[config.mk]
export PLATFORM = sky130hd
export DESIGN_NAME = cs_out_buf
export DESIGN_NICKNAME = d
export VERILOG_FILES = /design/src/rtl/cs_pkg.sv /design/src/rtl/cs_out_buf.sv
export SDC_FILE = /design/constraint.sdc
export NUM_CORES = 1
export LEC_CHECK = 0
export BUFFER_PORTS_ARGS = -buffer_cell sky130_fd_sc_hd__buf_2
export CAP_MARGIN = 20
export CORE_ASPECT_RATIO = 1.2
export CORE_MARGIN = 2
export CORE_UTILIZATION = 49
export CTS_CLUSTER_SIZE = 28
export DETAILED_ROUTE_END_ITERATION = 10
export GPL_ROUTABILITY_DRIVEN = 0
export HOLD_SLACK_MARGIN = 0.05
export PLACE_DENSITY = 0.76
export REMOVE_ABC_BUFFERS = 1
export SLEW_MARGIN = 10
export SYNTH_ARGS = -nofsm -noshare
export SYNTH_HDL_FRONTEND = slang
export SYNTH_SLANG_ARGS = --single-unit
[constraint.sdc]
create_clock -name clk -period 2.1 [get_ports clk]
set_input_delay 0.105 -clock clk [delete_from_list [all_inputs] [get_ports clk]]
set_output_delay 0.105 -clock clk [all_outputs]
set_load 0.03 [all_outputs]
[src/rtl/cs_pkg.sv]
// Shared types and constants of the counting sort block.
package cs_pkg;

	// Width of a key field on both streams.
	localparam int KEY_W = 10;

	// Number of distinct key values that the key field can carry.
	localparam int KEY_SPAN = 1 << KEY_W;

	// Width of the tdata bus: the key filled up to whole bytes.
	localparam int TDATA_W = ((KEY_W + 7) / 8) * 8;

	// One sorted result beat waiting for the output stream.
	typedef struct packed {
		logic             last;
		logic [KEY_W-1:0] key;
	} beat_t;

endpackage

[src/rtl/cs_out_buf.sv]
// Two-entry output buffer that decouples the scan from the result stream.
module cs_out_buf (
	input  logic          clk,
	input  logic          arst_n,
	input  logic          push,
	input  cs_pkg::beat_t din,
	output logic          full,
	output logic          m_valid,
	input  logic          m_ready,
	output cs_pkg::beat_t m_beat
);

	logic [1:0]    count_q;
	cs_pkg::beat_t ent0_q;
	cs_pkg::beat_t ent1_q;
	logic          pop;
	logic          do_push;

	assign pop     = m_valid && m_ready;
	assign do_push = push && (count_q != 2'd2);
	assign full    = (count_q == 2'd2);
	assign m_valid = (count_q != 2'd0);
	assign m_beat  = ent0_q;

	always_ff @(posedge clk or negedge arst_n) begin
		if (!arst_n) begin
			count_q <= 2'd0;
		end else begin
			count_q <= count_q + {1'b0, do_push} - {1'b0, pop};
		end
	end

	// Entry 0 is always the head; entry 1 moves up when the head leaves.
	always_ff @(posedge clk) begin
		unique case (count_q)
			2'd0: begin
				if (do_push) begin
					ent0_q <= din;
				end
			end
			2'd1: begin
				if (do_push && pop) begin
					ent0_q <= din;
				end else if (do_push) begin
					ent1_q <= din;
				end
			end
			2'd2: begin
				if (pop) begin
					ent0_q <= ent1_q;
				end
			end
			default: begin
				ent0_q <= ent0_q;
			end
		endcase
	end

`ifndef SYNTH
	a_count_range: assert property (@(posedge clk) disable iff (!arst_n)
		count_q != 2'd3)
		else $error("output buffer count out of range");

	a_full_holds_head: assert property (@(posedge clk) disable iff (!arst_n)
		(full && !pop) |=> (count_q == 2'd2 && $stable(ent0_q)))
		else $error("full buffer lost or changed its head");

	a_pop_drains: assert property (@(posedge clk) disable iff (!arst_n)
		(count_q == 2'd1 && pop && !do_push) |=> !m_valid)
		else $error("buffer still valid after its only entry left");
`endif

endmodule

======== Yosys cells after proc, flatten, opt, wreduce, memory -nomap -nowiden ========
Cells that the tools add are included.
storage, ports and cells
  bits in registers ....................... 24
  output and inout port bits .............. 13
  logic and storage cells ................. 26
operators by class
  add/sub/neg operators ................... 2
  eq/ne operators ......................... 6
  muxes and demuxes ....................... 4
  bitwise operators ....................... 1
  reductions and logical operators ........ 8
operators with widths
  kind                                                                      count
  11-bit two-way mux                                                        3
  11-bit case mux with 3 select lines                                       1
  2-bit inequality test (second input constant)                             3
  4-bit AND reduction                                                       1
  1-bit logical AND                                                         3
  3-bit AND reduction                                                       1
  3-bit nonzero test                                                        1
  2-bit by 1-bit adder with 2-bit output                                    1
  2-bit by 1-bit == test with 1-bit output (second input constant)          1
  2-bit == test (second input constant)                                     1
  2-bit logical NOT                                                         1
  2-bit by 1-bit inequality test with 1-bit output (second input constant)  1
  2-bit nonzero test                                                        1
  2-bit by 1-bit subtractor with 2-bit output                               1
  1-bit inverter                                                            1

======== Logic depth before layout (Yosys ltp) ========
  depth after elaboration ................. 5
  mapped depth ............................ 4
  gate-level depth less buffers ........... 4

======== Worst setup path after synthesis ========
No wires, ideal clock.
  path type ............................... reg2reg
  from .................................... register count_q[0]
  to ...................................... register ent0_q (netlist bit m_beat[0]), enable pin
  setup time .............................. 0.394 ns
  arrival time ............................ 1.424 ns
  data required time ...................... 1.706 ns
  setup slack ............................. 0.282 ns
  stages on the path, launching flop included .. 4
  period minus slack after synthesis ...... 1.818 ns
  path through ............................ dfrtp_1 inv_1 o21ai_0 o21ai_0
between the ends
  word-level cells in the longest chain between the ends .. 5
  elaborated cells between the ends (all ways) .. 13
  those cells by class .................... 6 x eq/ne; 7 x reduce/logical
RTL lines
  what                                                                line                                RTL
  from (decl)                                                         cs_out_buf.sv:13                    logic [1:0] count_q;
  from (signal assigned)                                              cs_out_buf.sv:29                    count_q <= count_q + {1'b0, do_push} - {1'b0, pop};
  2-bit inequality test / 2-bit nonzero test (equally long branches)  cs_out_buf.sv:20, cs_out_buf.sv:22
  1-bit logical AND (on tied branches)                                cs_out_buf.sv:20, cs_out_buf.sv:19
  1-bit logical AND                                                   cs_out_buf.sv:42                    if (do_push && pop) begin
  2-bit inequality test (no line)                                     -
  4-bit AND reduction (no line) (*)                                   -
  to (signal assigned)                                                cs_out_buf.sv:38                    ent0_q <= din;
  to (signal assigned)                                                cs_out_buf.sv:43                    ent0_q <= din;
  to (signal assigned)                                                cs_out_buf.sv:50                    ent0_q <= ent1_q;
  to (decl)                                                           cs_out_buf.sv:14                    cs_pkg::beat_t ent0_q;
Mark *: on every way between the ends. The rest lies on a longest branch, timed or not.
A chain may end at the register's enable or synchronous reset.

======== Worst setup path after layout ========
  from .................................... register count_q[1]
  to ...................................... output port full
between the ends
  word-level cells in the longest chain between the ends .. 1
RTL lines
  what           line              RTL
  2-bit == test  cs_out_buf.sv:21  assign full = (count_q == 2'd2);
  to (decl)      cs_out_buf.sv:7   output logic full,
No other way between the ends.

==> metrics.md <==
| Metric | Value |
|---|---|
| Fin crit share | 79.2% |
| Final WL | 1690 um |
| RSZ-0062 raised after global routing | no |
| Max-capacitance violation count | 0 |
| Pin count of the biggest net entering global routing | 14 |
| Reg2Reg Depth | 3 |
| Worst Setup EP | full |
| Clock sinks | 24 |
| Mapped Cells | 52 |
| Die Wd | 45.3 um |
| TritonCTS buffer count | 3 |
| Share of layout cells above drive strength 1 | 49.5% |
| Cell Pwr Density | 1180 nW/um^2 |
| Number of global-route vias before repair | 550 |
| Worst EP required | 2.00 ns |
| Share of the synthesized area in the top cell type | 65.8% |
| Initial Utilization | 53.0% |
| Nets | 114 |
| Clk pin slew, worst setup/hold paths | 0.12 ns |
| First-pass GRT wire length | 2560 um |
| Top delay family on crit path | flip-flops |
| Wire per inst | 14.6 um |
| CP Capture Type | output port |
| Initial DRC count | 18 |
| Post-synth EDFFs | 22 |
| Seq cells post-synth | 24 |
| CP Class | reg2out |
| Fmax achieved | 0.601 GHz |
| Clock Latency Late Sink | 0.30 ns |
| CP startpoint kind | flop |
| Fin Setup TNS | 0 ns |
| CP arrival | 1.56 ns |
| Final core utilization | 69.3% |
| Io pins | 28 |
| Longest Clk Path Bufs | 2 |
| Pre-antenna DRT Iters | 4 |
| Synth warn | 0 |
| Total grt overflow | 0 |
| Port bufs | 27 |
| GRT Overall Usage | 15.8% |
| Die height | 53.6 um |
| Final-report hold violation count | 0 |
| Number of cells on the critical path | 3 |
| TritonCTS clock tree | done |
| R2R Path End | m_beat[5] |
| Slowest library cell on the worst path | dfrtp_1 |
| Die area | 2430 sq um |
| ANT nets after route | 0 |
| CP Launch Point | count_q[1] |
| Worst stage delay on the critical path | 0.48 ns |
| Final Max Slew Viols | 0 |
| Final setup vio count | 0 |
| Register-to-register setup slack | 0.47 ns |
| Synth Cell Area | 1000 sq um |
| Crit path buf inv count | 2 |
| Clk root buf | clkbuf_4 |
| Row cnt | 17 |
| Layout Area Growth over Synthesis | 30.7% |
| Final Critical Period | 1.66 ns |
| VDD IR-drop max | 713 uV |
| Top cells by area, synth | edfxtp_1 66%, mux2_4 12%, dfrtp_1 5.0%, mux2_2 3.4%, buf_12 2.0% |
| CP cell instances | nor2b_4, buf_4, buf_2 |
| Status | completed |
| CP Max Fanout | 7 |
| Core area | 1890 sq um |
| Mean Syn Cell Area | 19.3 sq um |
| Post-synthesis sequential area ratio | 70.8% |
| Worst Tran Pin Value | 0.267 ns |
| Most used DFF post-synth | edfxtp_1 |
| Lkg Pwr | 0.537 nW |
| Via/cell ratio | 5.09 |
| Worst reg2reg path startpoint | count_q[1] |
| Initial antenna violation count | 0 |
| Hpwl dp | 1140 um |
| Relative slew slack | 82.2% |
| Yosys top cell by area | edfxtp_1 |
| DRC | 0 |
| Async SR Flop Fraction | 8.33% |
| Vias | 591 |
| Netlist cell types | 19 |
| Diodes inserted | 0 |
| Skew final | 0.00137 ns |
| Worst min path class | in2async |
| Htree depth | 1 |
[Yosys cell counts (2+ instances only)]
library cell,instances
mux2_2,3
nand2_1,2
o21ai_0,2
mux2_4,8
dfrtp_1,2
edfxtp_1,22
[cells by family after synthesis]
family	count (synthesis)	synth area share [%]
xor+xnor	1	0.873
mux	12	16.3
simple gates	7	5.11
buf+inv	2	2.37
compound gates	5	3.24
fa+ha+maj	1	1.25
flops	24	70.8
[state kept, by name, summed over array words and instances, names as in the netlist]
| name | cells |
|---|---|
| ent1_q | 11 |
| m_beat | 11 |
| count_q | 2 |
[worst min path at each step]
stage                      start    endpoint  slack [ns]  cells after the start
after floorplan           arst_n  count_q[0]       -0.19                      0
after global placement    arst_n  count_q[0]       -0.11                      1
after detailed placement  arst_n  count_q[0]       -0.11                      1
after CTS                 arst_n  count_q[0]        0.09                      2
after global routing      arst_n  count_q[1]         0.1                      2
final                     arst_n  count_q[0]        0.11                      2
[per-layer routing]
metal	GRT usage, %	vias to the layer above	routed length (um)
met5	0	-	0
met4	5.88	0	9
met3	3.02	2	59
met2	27.4	15	915
met1	19.3	281	709
li1	-	293	-
[repair_timing]
item / in CTS / in global routing
setup buffers: 0 / 0
hold buffers: 12 / 0
hold endpoints to repair: 13 / 0
gates resized for setup: 0 / 0
[cell usage in the layout (no fill, tap or decap)]
| master | instances |
|---|---|
| mux2_2 | 3 |
| buf_2 | 27 |
| edfxtp_1 | 22 |
| o21ai_0 | 1 |
| mux2i_1 | 1 |
| inv_1 | 1 |
| dlygate4sd3_1 | 12 |
| or2_2 | 1 |
| a22oi_1 | 1 |
| ha_1 | 1 |
| xnor2_1 | 1 |
| nor3_1 | 1 |
| a21oi_1 | 1 |
| mux2_4 | 8 |
| clkinv_1 | 1 |
| buf_4 | 3 |
| nand2b_1 | 1 |
| nor2b_4 | 1 |
| a21bo_2 | 1 |
| o21ai_1 | 1 |
| dfrtp_1 | 2 |
| nand2_1 | 2 |
| clkbuf_4 | 3 |
| and4bb_2 | 1 |
[layout make-up]
class | instances | area [sq um]
fill | 131 | 582
sequential | 24 | 711
inverter | 1 | 3.75
timing repair buffer | 42 | 278
clock buffer | 3 | 22.5
tap | 19 | 23.8
clock inverter | 1 | 3.75
multi-input combinational | 26 | 269
[power breakdown]
part | internal, mW | leakage, nW | total (mW) | switching, mW
logic | 0.265 | 0.293 | 0.627 | 0.363
clock network | 0.0691 | 0.0154 | 0.194 | 0.125
registers | 0.671 | 0.228 | 0.731 | 0.0593
total | 1.01 | 0.537 | 1.55 | 0.547
[through the flow]
step | std cells | cell area (sq um) | hold slack, ns | setup WS (ns) | power [mW]
after floorplan | 51 | 983 | -0.191 | 0.282 | 1.18
after global placement | 100 | 1160 | -0.108 | 0.559 | 1.33
after detailed placement | 100 | 1160 | -0.108 | 0.498 | 1.35
after CTS | 116 | 1310 | 0.0891 | 0.441 | 1.56
after global routing | 116 | 1310 | 0.0969 | 0.341 | 1.63
final | 116 | 1310 | 0.108 | 0.436 | 1.55
(Power assumes the default switching activity.)
